[src/rtl/gdas_pkg.sv]
`timescale 1ns / 1ps

package gdas_pkg;

  localparam int LAST_YEAR  = 9999;
  localparam int COUNT_BITS = 16;
  localparam int FIRST_YEAR = 1900;

  localparam int DAY_W      = 5;
  localparam int MON_W      = 4;
  localparam int YEAR_IN_W  = 14;
  localparam int CNT_IN_W   = 16;

  localparam int CNT_W      = (COUNT_BITS < CNT_IN_W) ? COUNT_BITS : CNT_IN_W;
  // signed day accumulator: +/- (2^CNT_W + 31)
  localparam int ACC_W      = ((CNT_W > 6) ? CNT_W : 6) + 2;
  localparam int YR_W       = ($clog2(LAST_YEAR + 2) > YEAR_IN_W) ?
                              $clog2(LAST_YEAR + 2) : YEAR_IN_W;
  localparam int M400_W     = 9;

  typedef enum logic [1:0] {
    STAT_OK        = 2'd0,
    STAT_BAD_DATE  = 2'd1,
    STAT_UNDERFLOW = 2'd2,
    STAT_OVERFLOW  = 2'd3
  } status_t;

  typedef enum logic [2:0] {
    ST_IDLE,
    ST_MOD,
    ST_CHECK,
    ST_DOWN,
    ST_UP,
    ST_FINISH
  } state_t;

  typedef struct packed {
    logic [DAY_W-1:0]     in_day;
    logic [MON_W-1:0]     in_month;
    logic [YEAR_IN_W-1:0] in_year;
    logic [CNT_IN_W-1:0]  day_count;
    logic                 go_back;
  } req_t;

  typedef struct packed {
    logic [DAY_W-1:0]     out_day;
    logic [MON_W-1:0]     out_month;
    logic [YEAR_IN_W-1:0] out_year;
    status_t              status;
  } rsp_t;

  function automatic logic is_leap(logic [1:0] y_lo, logic [M400_W-1:0] m400);
    logic c100;
    c100 = (m400 == M400_W'(100)) || (m400 == M400_W'(200)) ||
           (m400 == M400_W'(300));
    return (y_lo == 2'd0) && ((m400 == '0) || !c100);
  endfunction

  function automatic logic [DAY_W-1:0] month_days(logic [MON_W-1:0] m, logic leap);
    logic [DAY_W-1:0] d;
    case (m) inside
      4'd2:                   d = leap ? 5'd29 : 5'd28;
      4'd4, 4'd6, 4'd9, 4'd11: d = 5'd30;
      default:                d = 5'd31;
    endcase
    return d;
  endfunction

endpackage

[src/rtl/gregorian_date_add_subtract.sv]
`timescale 1ns / 1ps

// Gregorian date offset. Takes a date, a day count and a direction and returns
// the date that many days later or earlier, with status (ok, invalid input date,
// clamped to 1 Jan 1900, or past the last year with the input date held). One
// request at a time: req_ready is high only while idle. A request first reduces
// the year mod 400, subtracting 400 per cycle, then checks the input date, then
// runs the month carry loop (one add/subtract of a month length per cycle),
// borrowing months downward and then carrying upward, and loads the rsp register
// once it is empty or being read. A finished result waits in the rsp register,
// so a new request is taken while it is held.
module gregorian_date_add_subtract (
  input  logic           clk,
  input  logic           rst,
  input  gdas_pkg::req_t req,
  input  logic           req_valid,
  output logic           req_ready,
  output gdas_pkg::rsp_t rsp,
  output logic           rsp_valid,
  input  logic           rsp_ready
);

  gdas_pkg::state_t state, state_next;

  logic [gdas_pkg::DAY_W-1:0]      d0;
  logic [gdas_pkg::MON_W-1:0]      m0;
  logic [gdas_pkg::YEAR_IN_W-1:0]  y0;
  logic [gdas_pkg::CNT_W-1:0]      cnt;
  logic                            back;
  logic [gdas_pkg::YEAR_IN_W-1:0]  rem;
  logic                            bad;
  logic signed [gdas_pkg::ACC_W-1:0] day;
  logic [gdas_pkg::MON_W-1:0]      mon;
  logic [gdas_pkg::YR_W-1:0]       yr;
  logic [gdas_pkg::M400_W-1:0]     m400;

  logic                            accept;
  logic                            load;
  logic                            rem_big;
  logic                            leap_in;
  logic [gdas_pkg::DAY_W-1:0]      md_in;
  logic                            invalid;
  logic                            leap_cur;
  logic [gdas_pkg::DAY_W-1:0]      md_cur;
  logic [gdas_pkg::MON_W-1:0]      prev_mon, nxt_mon;
  logic [gdas_pkg::YR_W-1:0]       prev_yr, nxt_yr;
  logic [gdas_pkg::M400_W-1:0]     prev_m400, nxt_m400;
  logic [gdas_pkg::DAY_W-1:0]      md_prev;
  logic                            down_go, up_go;
  logic signed [gdas_pkg::ACC_W-1:0] d0_ext, cnt_ext, md_cur_ext, md_prev_ext;
  gdas_pkg::rsp_t                  result;

  assign accept  = req_valid && req_ready;
  assign rem_big = rem >= gdas_pkg::YEAR_IN_W'(400);

  assign leap_in = gdas_pkg::is_leap(y0[1:0], rem[gdas_pkg::M400_W-1:0]);
  assign md_in   = gdas_pkg::month_days(m0, leap_in);
  assign invalid = (m0 < 4'd1) || (m0 > 4'd12) ||
                   (y0 < gdas_pkg::YEAR_IN_W'(gdas_pkg::FIRST_YEAR)) ||
                   (d0 < 5'd1) || (d0 > md_in);

  assign leap_cur = gdas_pkg::is_leap(yr[1:0], m400);
  assign md_cur   = gdas_pkg::month_days(mon, leap_cur);

  always_comb begin
    if (mon == 4'd1) begin
      prev_mon  = 4'd12;
      prev_yr   = yr - gdas_pkg::YR_W'(1);
      prev_m400 = (m400 == '0) ? gdas_pkg::M400_W'(399) : m400 - gdas_pkg::M400_W'(1);
    end else begin
      prev_mon  = mon - 4'd1;
      prev_yr   = yr;
      prev_m400 = m400;
    end
    if (mon == 4'd12) begin
      nxt_mon  = 4'd1;
      nxt_yr   = yr + gdas_pkg::YR_W'(1);
      nxt_m400 = (m400 == gdas_pkg::M400_W'(399)) ? '0 : m400 + gdas_pkg::M400_W'(1);
    end else begin
      nxt_mon  = mon + 4'd1;
      nxt_yr   = yr;
      nxt_m400 = m400;
    end
  end

  assign md_prev = gdas_pkg::month_days(prev_mon, gdas_pkg::is_leap(prev_yr[1:0], prev_m400));

  assign d0_ext      = $signed({{(gdas_pkg::ACC_W-gdas_pkg::DAY_W){1'b0}}, d0});
  assign cnt_ext     = $signed({{(gdas_pkg::ACC_W-gdas_pkg::CNT_W){1'b0}}, cnt});
  assign md_cur_ext  = $signed({{(gdas_pkg::ACC_W-gdas_pkg::DAY_W){1'b0}}, md_cur});
  assign md_prev_ext = $signed({{(gdas_pkg::ACC_W-gdas_pkg::DAY_W){1'b0}}, md_prev});

  assign down_go = (day < $signed(gdas_pkg::ACC_W'(1))) &&
                   (yr >= gdas_pkg::YR_W'(gdas_pkg::FIRST_YEAR));
  assign up_go   = (day > md_cur_ext) && (yr <= gdas_pkg::YR_W'(gdas_pkg::LAST_YEAR));

  always_comb begin
    if (bad) begin
      result = '{out_day: 5'd1, out_month: 4'd1,
                 out_year: gdas_pkg::YEAR_IN_W'(gdas_pkg::FIRST_YEAR),
                 status: gdas_pkg::STAT_BAD_DATE};
    end else if (yr < gdas_pkg::YR_W'(gdas_pkg::FIRST_YEAR)) begin
      result = '{out_day: 5'd1, out_month: 4'd1,
                 out_year: gdas_pkg::YEAR_IN_W'(gdas_pkg::FIRST_YEAR),
                 status: gdas_pkg::STAT_UNDERFLOW};
    end else if (yr > gdas_pkg::YR_W'(gdas_pkg::LAST_YEAR)) begin
      result = '{out_day: d0, out_month: m0, out_year: y0,
                 status: gdas_pkg::STAT_OVERFLOW};
    end else begin
      result = '{out_day: day[gdas_pkg::DAY_W-1:0], out_month: mon,
                 out_year: yr[gdas_pkg::YEAR_IN_W-1:0], status: gdas_pkg::STAT_OK};
    end
  end

  // next state
  always_comb begin
    state_next = state;
    unique case (state)
      gdas_pkg::ST_IDLE:   if (req_valid) state_next = gdas_pkg::ST_MOD;
      gdas_pkg::ST_MOD:    if (!rem_big) state_next = gdas_pkg::ST_CHECK;
      gdas_pkg::ST_CHECK:  state_next = invalid ? gdas_pkg::ST_FINISH : gdas_pkg::ST_DOWN;
      gdas_pkg::ST_DOWN:   if (!down_go) state_next = gdas_pkg::ST_UP;
      gdas_pkg::ST_UP:     if (!up_go) state_next = gdas_pkg::ST_FINISH;
      gdas_pkg::ST_FINISH: if (!rsp_valid || rsp_ready) state_next = gdas_pkg::ST_IDLE;
      default:             state_next = gdas_pkg::ST_IDLE;
    endcase
  end

  // outputs
  always_comb begin
    req_ready = 1'b0;
    load      = 1'b0;
    unique case (state)
      gdas_pkg::ST_IDLE:   req_ready = 1'b1;
      gdas_pkg::ST_FINISH: load = !rsp_valid || rsp_ready;
      default: ;
    endcase
  end

  always_ff @(posedge clk) begin
    if (rst) begin
      state     <= gdas_pkg::ST_IDLE;
      rsp_valid <= 1'b0;
    end else begin
      state <= state_next;
      if (load) begin
        rsp_valid <= 1'b1;
      end else if (rsp_ready) begin
        rsp_valid <= 1'b0;
      end
    end
  end

  always_ff @(posedge clk) begin
    if (accept) begin
      d0   <= req.in_day;
      m0   <= req.in_month;
      y0   <= req.in_year;
      cnt  <= req.day_count[gdas_pkg::CNT_W-1:0];
      back <= req.go_back;
      rem  <= req.in_year;
    end
    if (state == gdas_pkg::ST_MOD && rem_big) begin
      rem <= rem - gdas_pkg::YEAR_IN_W'(400);
    end
    if (state == gdas_pkg::ST_CHECK) begin
      bad  <= invalid;
      mon  <= m0;
      yr   <= gdas_pkg::YR_W'(y0);
      m400 <= rem[gdas_pkg::M400_W-1:0];
      day  <= back ? d0_ext - cnt_ext : d0_ext + cnt_ext;
    end
    if (state == gdas_pkg::ST_DOWN && down_go) begin
      mon  <= prev_mon;
      yr   <= prev_yr;
      m400 <= prev_m400;
      day  <= day + md_prev_ext;
    end
    if (state == gdas_pkg::ST_UP && up_go) begin
      mon  <= nxt_mon;
      yr   <= nxt_yr;
      m400 <= nxt_m400;
      day  <= day - md_cur_ext;
    end
    if (load) begin
      rsp <= result;
    end
  end

  a_busy_after_accept: assert property (@(posedge clk) disable iff (rst)
    accept |=> !req_ready)
    else $error("request taken while busy");

  a_rsp_date_range: assert property (@(posedge clk) disable iff (rst)
    rsp_valid |-> (rsp.out_day >= 5'd1) && (rsp.out_month >= 4'd1) &&
                  (rsp.out_month <= 4'd12) &&
                  (rsp.out_year >= gdas_pkg::YEAR_IN_W'(gdas_pkg::FIRST_YEAR)))
    else $error("result date out of range");

  a_bad_date_default: assert property (@(posedge clk) disable iff (rst)
    (rsp_valid && rsp.status == gdas_pkg::STAT_BAD_DATE) |->
      (rsp.out_day == 5'd1) && (rsp.out_month == 4'd1) &&
      (rsp.out_year == gdas_pkg::YEAR_IN_W'(gdas_pkg::FIRST_YEAR)))
    else $error("invalid date result not 1 Jan 1900");

  a_month_legal: assert property (@(posedge clk) disable iff (rst)
    (state == gdas_pkg::ST_DOWN || state == gdas_pkg::ST_UP) |->
      (mon >= 4'd1) && (mon <= 4'd12))
    else $error("month out of range during carry");

  a_mod_reduced: assert property (@(posedge clk) disable iff (rst)
    (state == gdas_pkg::ST_CHECK) |-> !rem_big)
    else $error("year mod 400 not reduced");

endmodule

[config.mk]
export PLATFORM = sky130hd
export DESIGN_NAME = gregorian_date_add_subtract
export DESIGN_NICKNAME = d
export VERILOG_FILES = /design/src/rtl/gdas_pkg.sv /design/src/rtl/gregorian_date_add_subtract.sv
export SDC_FILE = /design/constraint.sdc
export NUM_CORES = 1
export LEC_CHECK = 0
export BUFFER_PORTS_ARGS = -buffer_cell sky130_fd_sc_hd__buf_2
export CAP_MARGIN = 20
export CORE_ASPECT_RATIO = 0.8
export CORE_MARGIN = 1.5
export CORE_UTILIZATION = 55
export DETAILED_ROUTE_END_ITERATION = 8
export PLACE_DENSITY = 0.76
export SETUP_SLACK_MARGIN = 0.2
export SLEW_MARGIN = 10
export SYNTH_ARGS = -nofsm -noshare
export SYNTH_HDL_FRONTEND = slang
export SYNTH_SLANG_ARGS = --single-unit
export TNS_END_PERCENT = 50
[constraint.sdc]
create_clock -name clk -period 6.05 [get_ports clk]
set_input_delay 0.3025 -clock clk [delete_from_list [all_inputs] [get_ports clk]]
set_output_delay 0.3025 -clock clk [all_outputs]
set_load 0.02 [all_outputs]
# Word-level counts from Yosys, hierarchy flattened
# Cells that the tools add are included.
[word_totals]
reg_bits = 129
out_inout_bits = 27
word_cells = 169
input_bits = 44
[op_classes]
eq_ne = 39
mux = 45
n_lt_le_gt_ge = 12
n_reduce_logical = 44
n_addsub = 11
[op_table]
columns = ["op", "count"]
rows = [
  ["$mux W14", 7],
  ["$mux W18", 4],
  ["$mux W9", 7],
  ["$eq A9 B9 Y1 const B", 4],
  ["$eq A4 B4 Y1 const B", 7],
  ["$lt A14 B11 Y1 const B", 2],
  ["$eq A9 B7 Y1 const B", 3],
  ["$eq A9 B8 Y1 const B", 3],
  ["$logic_not A9 Y1", 3],
  ["$mux W25", 1],
  ["$eq A4 B3 Y1 const B", 6],
  ["$mux W4", 5],
  ["$add A18 B6 Y18", 1],
  ["$gt A18 B6 Y1", 1],
  ["$lt A18 B2 Y1 const B", 1],
  ["$mux W3", 6],
  ["$pmux W3 S6", 1],
  ["$sub A18 B6 Y18", 1],
  ["$add A5 B16 Y17", 1],
  ["$sub A5 B16 Y17", 1],
  ["$add A14 B1 Y14 const B", 1],
  ["$ge A14 B11 Y1 const B", 1],
  ["$ge A14 B9 Y1 const B", 1],
  ["$gt A14 B14 Y1 const B", 1],
  ["other kinds (33)", 82],
]

# Depth between registers and ports, before layout
# Gate-level depths: netlist of run 1.
[depth]
ltp_word = 14
depth_mapped = 17
mapped_depth_nobuf = 16

# Least setup slack after synthesis of run 1
# Ideal clock, no wire load.
[synth_timing]
path_type = "flip-flop to flip-flop"
startpoint = "reg m400[2] (netlist bit)"
endpoint = "reg yr[10] (netlist bit) (enable)"
path_stages_with_launch = 15
required_ns = 5.650
setup_ns = 0.400
arrival_ns = 4.130
slack_ns = 1.520
path_buffers = 1
synth_period_minus_slack_ns = 4.530
path_cell_list = "edfxtp_1 > clkbuf_1 > nor4b_1 > a22o_1 > a21oi_1 > o41ai_1 > a21oi_1 > ha_1 > fa_1 > and3b_1 > nand3_1 > a211o_1 > o21ai_1 > nor2_1 > a211oi_1"
[synth_between]
elab_chain_cells = 13
elab_cells_between_ends = 18
cone_classes = "1 x order compare; 5 x eq/ne; 2 x mux; 10 x reduce/logical"
[synth_lines]
columns = ["element", "line", "rtl"]
rows = [
  ["from (decl)", "gregorian_date_add_subtract.sv:35", "logic [gdas_pkg::M400_W-1:0] m400;"],
  ["from (signal assigned)", "gregorian_date_add_subtract.sv:170", "m400 <= rem[gdas_pkg::M400_W-1:0];"],
  ["from (signal assigned)", "gregorian_date_add_subtract.sv:176", "m400 <= prev_m400;"],
  ["from (signal assigned)", "gregorian_date_add_subtract.sv:182", "m400 <= nxt_m400;"],
  ["$eq A9 B7 Y1 / $eq A9 B8 Y1 (equally long branches)", "gdas_pkg.sv:54", "c100 = (m400 == M400_W'(100)) || (m400 == M400_W'(200)) ||"],
  ["$logic_or A1 B1 Y1 (2 in a row)", "gdas_pkg.sv:54", ""],
  ["$logic_not A1 Y1", "gdas_pkg.sv:56", "return (y_lo == 2'd0) && ((m400 == '0) || !c100);"],
  ["$logic_or A1 B1 Y1 *", "gdas_pkg.sv:56", ""],
  ["$logic_and A1 B1 Y1 *", "gdas_pkg.sv:56", ""],
  ["$mux W1 *", "gdas_pkg.sv:62", "4'd2: d = leap ? 5'd29 : 5'd28;"],
  ["$mux W2 *", "gdas_pkg.sv:61", "case (m) inside"],
  ["$gt A18 B6 Y1 *", "gregorian_date_add_subtract.sv:95", "assign up_go = (day > md_cur_ext) && (yr <= gdas_pkg::YR_W'(gdas_pkg::LAST_YEAR));"],
  ["$logic_and A1 B1 Y1 *", "gregorian_date_add_subtract.sv:95", ""],
  ["$logic_and A1 B1 Y1 *", "gregorian_date_add_subtract.sv:179", "if (state == gdas_pkg::ST_UP && up_go) begin"],
  ["$ne A3 B2 Y1 (no line), or another cell as far along", "--", ""],
  ["$reduce_and A3 Y1 (no line) *", "--", ""],
  ["to (signal assigned)", "gregorian_date_add_subtract.sv:169", "yr <= gdas_pkg::YR_W'(y0);"],
  ["to (signal assigned)", "gregorian_date_add_subtract.sv:175", "yr <= prev_yr;"],
  ["to (signal assigned)", "gregorian_date_add_subtract.sv:181", "yr <= nxt_yr;"],
  ["to (decl)", "gregorian_date_add_subtract.sv:34", "logic [gdas_pkg::YR_W-1:0] yr;"],
]
# Mark *: on every way between the ends. The rest lies on a longest branch, timed or not.
# A chain may end at the register's enable or synchronous reset.

# Worst setup path in the final report of run 1
[layout_timing]
startpoint = "reg mon[1] (netlist bit)"
endpoint = "reg day[16] (netlist bit) (data pin)"
[layout_between]
elab_chain_cells = 13
elab_cells_between_ends = 39
cone_classes = "3 x add/sub; 1 x order compare; 14 x eq/ne; 10 x mux; 11 x reduce/logical"
[layout_lines]
columns = ["element", "line", "rtl"]
rows = [
  ["from (decl)", "gregorian_date_add_subtract.sv:33", "logic [gdas_pkg::MON_W-1:0] mon;"],
  ["from (signal assigned)", "gregorian_date_add_subtract.sv:168", "mon <= m0;"],
  ["from (signal assigned)", "gregorian_date_add_subtract.sv:174", "mon <= prev_mon;"],
  ["from (signal assigned)", "gregorian_date_add_subtract.sv:180", "mon <= nxt_mon;"],
  ["parallel branches: the longest is 12 deep, another holds $add A18 B6 Y18", "--", ""],
  ["$mux W18 *", "gregorian_date_add_subtract.sv:179", ""],
  ["to (signal assigned)", "gregorian_date_add_subtract.sv:171", "day <= back ? d0_ext - cnt_ext : d0_ext + cnt_ext;"],
  ["to (signal assigned)", "gregorian_date_add_subtract.sv:177", "day <= day + md_prev_ext;"],
  ["to (signal assigned)", "gregorian_date_add_subtract.sv:183", "day <= day - md_cur_ext;"],
  ["to (decl)", "gregorian_date_add_subtract.sv:32", "logic signed [gdas_pkg::ACC_W-1:0] day;"],
]
# Every way passes the cells marked *. The select of a mux whose other input is x is not followed.

==> results.py, run 1 <==
metrics = {
    "run_status": {
        "outcome": "complete, no violations",
    },
    "sta": {
        "rsz0062_at_grt": "no",
        "setup_viol": 0,
        "min_period_ps": 5120,
        "slew_headroom_pct": 25.8,
        "tns_ps": 0,
        "hold_viol": 0,
        "worst_pin_slew_ps": 1110,
        "slew_viol_final": 0,
        "setup_slack_ps": 933,
        "max_freq_mhz": 195,
        "period_share_pct": 84.6,
        "finClkSkew_ps": 9.50,
    },
    "synthesis": {
        "synth_edf_count": 125,
        "syn-cell-area_um2": 8740,
        "syn_inst": 915,
        "synth-seq-cells": 129,
        "ys.warnings.count": 0,
        "ys_async_sr_fraction_pct": 0,
        "syn_nets": 995,
        "synthFlopType": "edfxtp_1",
        "synth_cell_types": 79,
        "ys_seq_area_share_pct": 43.9,
        "avgSynthCellArea_um2": 9.55,
    },
    "setup_path": {
        "path_class": "reg -> reg",
        "cp-start-kind": "flip-flop",
        "cp_max_fo": 12,
        "timing.rr.start": "mon[1]",
        "endpoint_kind": "flip-flop",
        "required_ps": 6230,
        "cp.arrival_ps": 5290,
        "setup.worst_path.start": "mon[1]",
    },
    "global_routing": {
        "grtUsageMet3_pct": 6.90,
        "use_met1_pct": 42.3,
        "gr-total-overflow": 0,
        "top_usage_layer": "met1",
        "grt_max_degree": 51,
        "grt_pass1_wl_um": 34800,
        "grtUsageMet2_pct": 38.4,
        "antenna_found_initial": 0,
        "grt_pass1_vias": 6498,
        "grt.total_usage_pct": 27.5,
    },
    "power_and_ir_drop": {
        "leakagePower_nw": 3.58,
        "cellPowerDensity_nw_per_um2": 394,
        "p_switching_mw": 1.41,
        "power.share.sequential_pct": 41.1,
        "clockPowerShare_pct": 28.5,
        "pwr-share-comb_pct": 30.4,
        "ir_drop_mv": 0.224,
        "switching_share_pct": 36.4,
        "p_int_mw": 2.46,
    },
    "clocking": {
        "ctsResizeCount": 0,
        "clock_latency_ps": 430,
        "cts_root_buffer": "clkbuf_16",
        "holdBufCountCts": 0,
        "clock-sinks": 129,
        "cts_max_path_buffers": 2,
        "cts_tree": "built",
        "clk_pin_slew_ps": 60,
        "htree_levels": 4,
        "cts_inserted_buffers": 17,
        "post_cts_buffers": 0,
    },
    "die": {
        "ios": 71,
        "core_area_um2": 15600,
        "start_util_pct": 55.9,
        "rows": 41,
        "dieArea_um2": 16700,
        "die_x_um": 144,
        "die-height_um": 116,
    },
    "finish": {
        "final_cells": 1179,
        "syn_to_final_growth_pct": 12.5,
        "final_common_cell": "edfxtp_1",
        "diodes": 0,
        "layout_common_cells": "edfxtp_1, nand2_1, buf_2",
        "drive_above_1_share_pct": 13.9,
        "nNetsFinal": 1031,
        "fill_cells": 1305,
    },
    "route": {
        "dr.first_iter.drc_count": 889,
        "wl_per_cell_um": 18.4,
        "num_vias": 7339,
        "postRouteWirelength_um": 21700,
        "first_pass_iters": 5,
        "postRouteAntennaNets": 0,
        "viasPerCell": 6.22,
        "drc": 0,
    },
    "placement": {
        "portBuffers": 70,
        "routabilityCongestion": 0.923,
        "dp_hpwl_um": 15200,
        "post-place-cells": 1147,
        "pre_cts_ws_ps": 1040,
    },
    "run": {
        "max_cap_viol_count": 0,
    },
    "worst_hold_path": {
        "worstHoldStart": "req[2]",
        "hp-class": "in -> reg",
    },
}
critical path, stage by stage (launching register included):
cell       delay [ps]
edfxtp_1          490
inv_1             190
ha_1              290
or3b_2            610
o41ai_1           270
o31ai_1           200
a2111oi_0         410
o2111a_1          270
o31ai_1            90
ha_1              230
fa_1              440
nor4_1            490
nor3_1            230
nand4_1           160
xor2_1            160
a21oi_1           100
a22o_1            240
metal layers:
layer / part of all wire [%] / routed length (um) / vias to the layer above
li1: - / - / 3494
met1: 48 / 10300 / 3462
met2: 41 / 8920 / 360
met3: 10 / 2160 / 23
met4: 1.0 / 226 / 0
met5: 0 / 0 / -
power groups by stage:
stage | Combinational (mW) | Sequential [mW] | Clock (mW)
finish | 1.18 | 1.59 | 1.10
detailed placement | 1.16 | 1.60 | 0
floorplan | 0.988 | 1.43 | 0
CTS | 1.17 | 1.58 | 1.12
global placement | 1.14 | 1.59 | 0
global route | 1.32 | 1.63 | 1.15
worst paths after layout:
| check | to | slack, ps | depth (start not counted) |
|---|---|---|---|
| worst max-delay path | day[16] | 930 | 16 |
| worst min-delay path | cnt[1] | 50 | 1 |
| worst max register to register | day[16] | 930 | 16 |
| worst min register to register | rsp_valid | 550 | 2 |
flip-flops by register name, indices dropped and copies added (netlist names):
register and count:
state 3, day 18, cnt 16, m0 4, d0 5, bad 1
y0 14, rsp_valid 1, mon 4, yr 14, m400 9, rem 14
rsp 25, back 1
area by class of cell:
| class | count | area (um2) | share of cell area (%) |
|---|---|---|---|
| Inverter | 38 | 143 | 1.45 |
| Tap cell | 215 | 269 | 2.74 |
| Sequential cell | 129 | 3830 | 39.0 |
| Timing Repair Buffer | 82 | 440 | 4.48 |
| Clock inverter | 15 | 206 | 2.10 |
| Clock buffer | 17 | 425 | 4.33 |
| Multi-Input combinational cell | 683 | 4510 | 45.9 |
kinds of logic (layout without fill, tap and decap cells):
kind of cell | Yosys count | count (layout) | share of synthesized area [%]
simple gates | 338 | 338 | 19.7
mux | 15 | 15 | 1.72
buf+inv | 103 | 152 | 4.80
xor+xnor | 64 | 64 | 6.41
fa+ha+maj | 36 | 36 | 5.50
flops | 129 | 129 | 43.9
compound gates | 230 | 230 | 18.0
through the flow:
| step | hold WS, ps | util, % | cell area (um2) | total power, mW |
|---|---|---|---|---|
| floorplan | 372 | - | 8740 | 2.42 |
| global placement | 478 | 58.8 | 9200 | 2.73 |
| detailed placement | 481 | 58.8 | 9200 | 2.76 |
| CTS | 27.8 | 62.8 | 9830 | 3.87 |
| global route | 29.0 | 62.8 | 9830 | 4.10 |
| finish | 45.2 | 62.8 | 9830 | 3.88 |
synth_stat cells (7+ instances only):
library cell,n,share of area (%)
a211oi_1,11,0.94
a21oi_1,51,2.9
a221oi_1,8,0.80
a22oi_1,9,0.77
a31oi_1,18,1.3
and2_1,7,0.50
buf_1,7,0.30
buf_2,18,1.0
clkbuf_1,37,1.6
edfxtp_1,125,43
ha_1,32,4.6
inv_1,38,1.6
mux2i_1,15,1.7
nand2_1,94,4.0
nand2b_1,8,0.57
nand3_1,41,2.3
nand4_1,11,0.79
nor2_1,67,2.9
nor2b_1,11,0.79
nor3_1,33,1.9
nor4_1,11,0.79
o211ai_1,11,0.94
o21ai_0,40,2.3
o22ai_1,16,1.1
o31ai_1,9,0.77
or3_1,8,0.57
or4_1,7,0.60
xnor2_1,36,3.6
xor2_1,28,2.8
Note: power is estimated with default switching activity, not from simulation.
==> run 2: changes to the inputs <==
ABC_AREA = 1   (was unset)
clock period = 4.8 ns   (was 6.05 ns; I/O delays follow)
==> results.py, run 2 <==
metrics = {
    "finish": {
        "final_cells": 1535,
        "final_common_cell": "nand2_1",
        "drive_above_1_share_pct": 10.3,
        "largest_register_ffs": 25,
        "fill_cells": 1442,
        "multi_input_area_um2": 4550,
        "regArea_um2": 3830,
        "syn_to_final_growth_pct": 15.0,
        "regMostFlops": "rsp",
        "layout_common_cells": "nand2_1, inv_1, edfxtp_1",
        "diodes": 0,
        "nNetsFinal": 1387,
        "largestRegisters": "rsp: 25 flops, day: 18 flops, cnt: 16 flops",
    },
    "synthesis": {
        "synth_top_area_share_pct": 41.0,
        "ys_seq_area_share_pct": 41.9,
        "ys_async_sr_fraction_pct": 0,
        "syn_nets": 1292,
        "synth-seq-cells": 129,
        "synth_common_cells": "nand2_1, inv_1, edfxtp_1, nor2_1, nand3_1",
        "yosys-top-cells-area": "edfxtp_1, nand2_1, nand3_1",
        "syn_inst": 1212,
        "synth_edf_count": 125,
        "synth_cell_types": 42,
        "syn-cell-area_um2": 9150,
        "ys.warnings.count": 0,
        "synthFlopType": "edfxtp_1",
        "avgSynthCellArea_um2": 7.55,
        "yosysMostFrequentCell": "nand2_1",
        "synth_top_area_cell": "edfxtp_1",
    },
    "sta": {
        "setup_viol": 0,
        "period_share_pct": 86.3,
        "slew_viol_final": 0,
        "hold_viol": 0,
        "slew_headroom_pct": 47.3,
        "rsz0062_at_grt": "no",
        "finClkSkew_ps": 11.9,
        "worst_pin_slew_ps": 788,
        "tns_ps": 0,
        "max_freq_mhz": 241,
        "min_period_ps": 4140,
    },
    "global_routing": {
        "antenna_found_initial": 0,
        "grtUsageMet3_pct": 6.56,
        "grt_max_degree": 57,
        "grtUsageMet2_pct": 40.9,
        "grt_pass1_wl_um": 39400,
        "grt_pass1_vias": 7714,
        "grt.total_usage_pct": 28.9,
        "use_met1_pct": 44.6,
        "gr-total-overflow": 0,
        "top_usage_layer": "met1",
    },
    "setup_path": {
        "crit_family": "simple AND/OR/NAND/NOR gates",
        "cp.arrival_ps": 4320,
        "endpoint_kind": "flip-flop",
        "cp-start-kind": "flip-flop",
        "crit_path_frequent_cell": "nand2_1",
        "crit_buf_inv": 4,
        "path_class": "reg -> reg",
        "required_ps": 4980,
        "slowest_stage": "edfxtp_1",
        "critical-path-max-stage-delay_ps": 500,
        "cp_max_fo": 10,
    },
    "clocking": {
        "clk_pin_slew_ps": 60,
        "post_cts_buffers": 0,
        "htree_levels": 4,
        "cts_max_path_buffers": 2,
        "clock_latency_ps": 430,
        "cts_root_buffer": "clkbuf_16",
        "cts_inserted_buffers": 17,
        "clock-sinks": 129,
        "cts_tree": "built",
    },
    "die": {
        "rows": 41,
        "ios": 71,
        "core_area_um2": 16000,
        "die_x_um": 147,
        "die-height_um": 118,
        "start_util_pct": 57.2,
        "dieArea_um2": 17400,
    },
    "power_and_ir_drop": {
        "p_switching_mw": 2.73,
        "p_int_mw": 3.40,
        "pwr-share-comb_pct": 43.0,
        "ir_drop_mv": 0.359,
        "clockPowerShare_pct": 20.6,
        "finalPower_mw": 6.13,
        "switching_share_pct": 44.5,
        "power.share.sequential_pct": 36.3,
        "cellPowerDensity_nw_per_um2": 582,
        "leakagePower_nw": 4.64,
    },
    "worst_hold_path": {
        "hp-class": "in -> reg",
    },
    "route": {
        "postRouteWirelength_um": 24700,
        "viasPerCell": 5.65,
        "dr.first_iter.drc_count": 1215,
        "drc": 0,
        "first_pass_iters": 6,
        "postRouteAntennaNets": 0,
        "num_vias": 8666,
        "wl_per_cell_um": 16.1,
    },
    "placement": {
        "routabilityCongestion": 1.06,
        "dp_hpwl_um": 17900,
        "post-place-cells": 1473,
        "portBuffers": 70,
    },
    "run_status": {
        "outcome": "complete, no violations",
    },
    "run": {
        "max_cap_viol_count": 0,
    },
}
run 2: cell types whose count changed in the layout (fill, tap and decap cells not counted), moves of 11 or more:
cell,change
dlygate4sd3_1,+30
o21ai_0,+30
a21oi_1,+16
mux2i_1,-14
xnor2_1,-34
a31oi_1,-15
inv_1,+107
nand2_1,+234
nand4_1,+12
nand3_1,+70
nor2_1,+58
nor2b_1,-11
run 2: kinds of logic (layout without fill, tap and decap cells):
kind of cell / after synthesis / count (layout) / synth area share [%]
compound gates: 191 / 191 / 11.7
buf+inv: 187 / 295 / 8.51
fa+ha+maj: 36 / 36 / 5.25
xor+xnor: 35 / 35 / 3.35
simple gates: 633 / 633 / 29.2
mux: 1 / 1 / 0.109
flops: 129 / 129 / 41.9
run 2: through the flow:
stage | hold WS [ps] | setup WS, ps | util (%) | cell area (um2)
floorplan | 309 | 808 | - | 9150
global placement | 416 | 797 | 60.3 | 9650
detailed placement | 411 | 694 | 60.3 | 9650
CTS | 0.985 | 675 | 65.7 | 10500
global route | 1.75 | 221 | 65.7 | 10500
finish | 9.11 | 656 | 65.7 | 10500
run 2: metal layers:
layer  wire length [um]  share of wire (%)
met1              11800                 48
met2              10100                 41
met3               2580                 10
met4                206               0.84
met5                  0                  0
run 2: worst paths after layout:
path,end,slack (ps),cells past startpoint,startpoint
worst max-delay path,day[12],660,25,mon[1]
worst min register to register,rsp_valid,560,4,rsp_valid
worst max register to register,day[12],660,25,mon[1]
worst min-delay path,y0[1],9,1,req[18]
run 2: what timing repair did:
| action | CTS | global route |
|---|---|---|
| hold buffers | 29 | 1 |
| endpoints found under the setup margin | 0 | 23 |
| hold endpoints to repair | 29 | 1 |
| gates resized for setup | 0 | 1 |
run 2: final cells by class:
type / instances / area share [%]
multi-input cells: 896 / 43.2
repair buffers: 110 / 6.90
well taps: 215 / 2.56
clock inverters: 15 / 1.36
flip-flops and latches: 129 / 36.4
clock buffers: 17 / 4.04
inverters: 153 / 5.48
run 2: power by group through the flow:
stage	Clock [mW]	Combinational (mW)	Sequential [mW]
6_report	1.26	2.64	2.23
5_1_grt	1.32	2.97	2.27
4_1_cts	1.27	2.60	2.20
3_5_place_dp	0	2.56	2.22
3_3_place_gp	0	2.51	2.22
2_1_floorplan	0	1.95	2.09
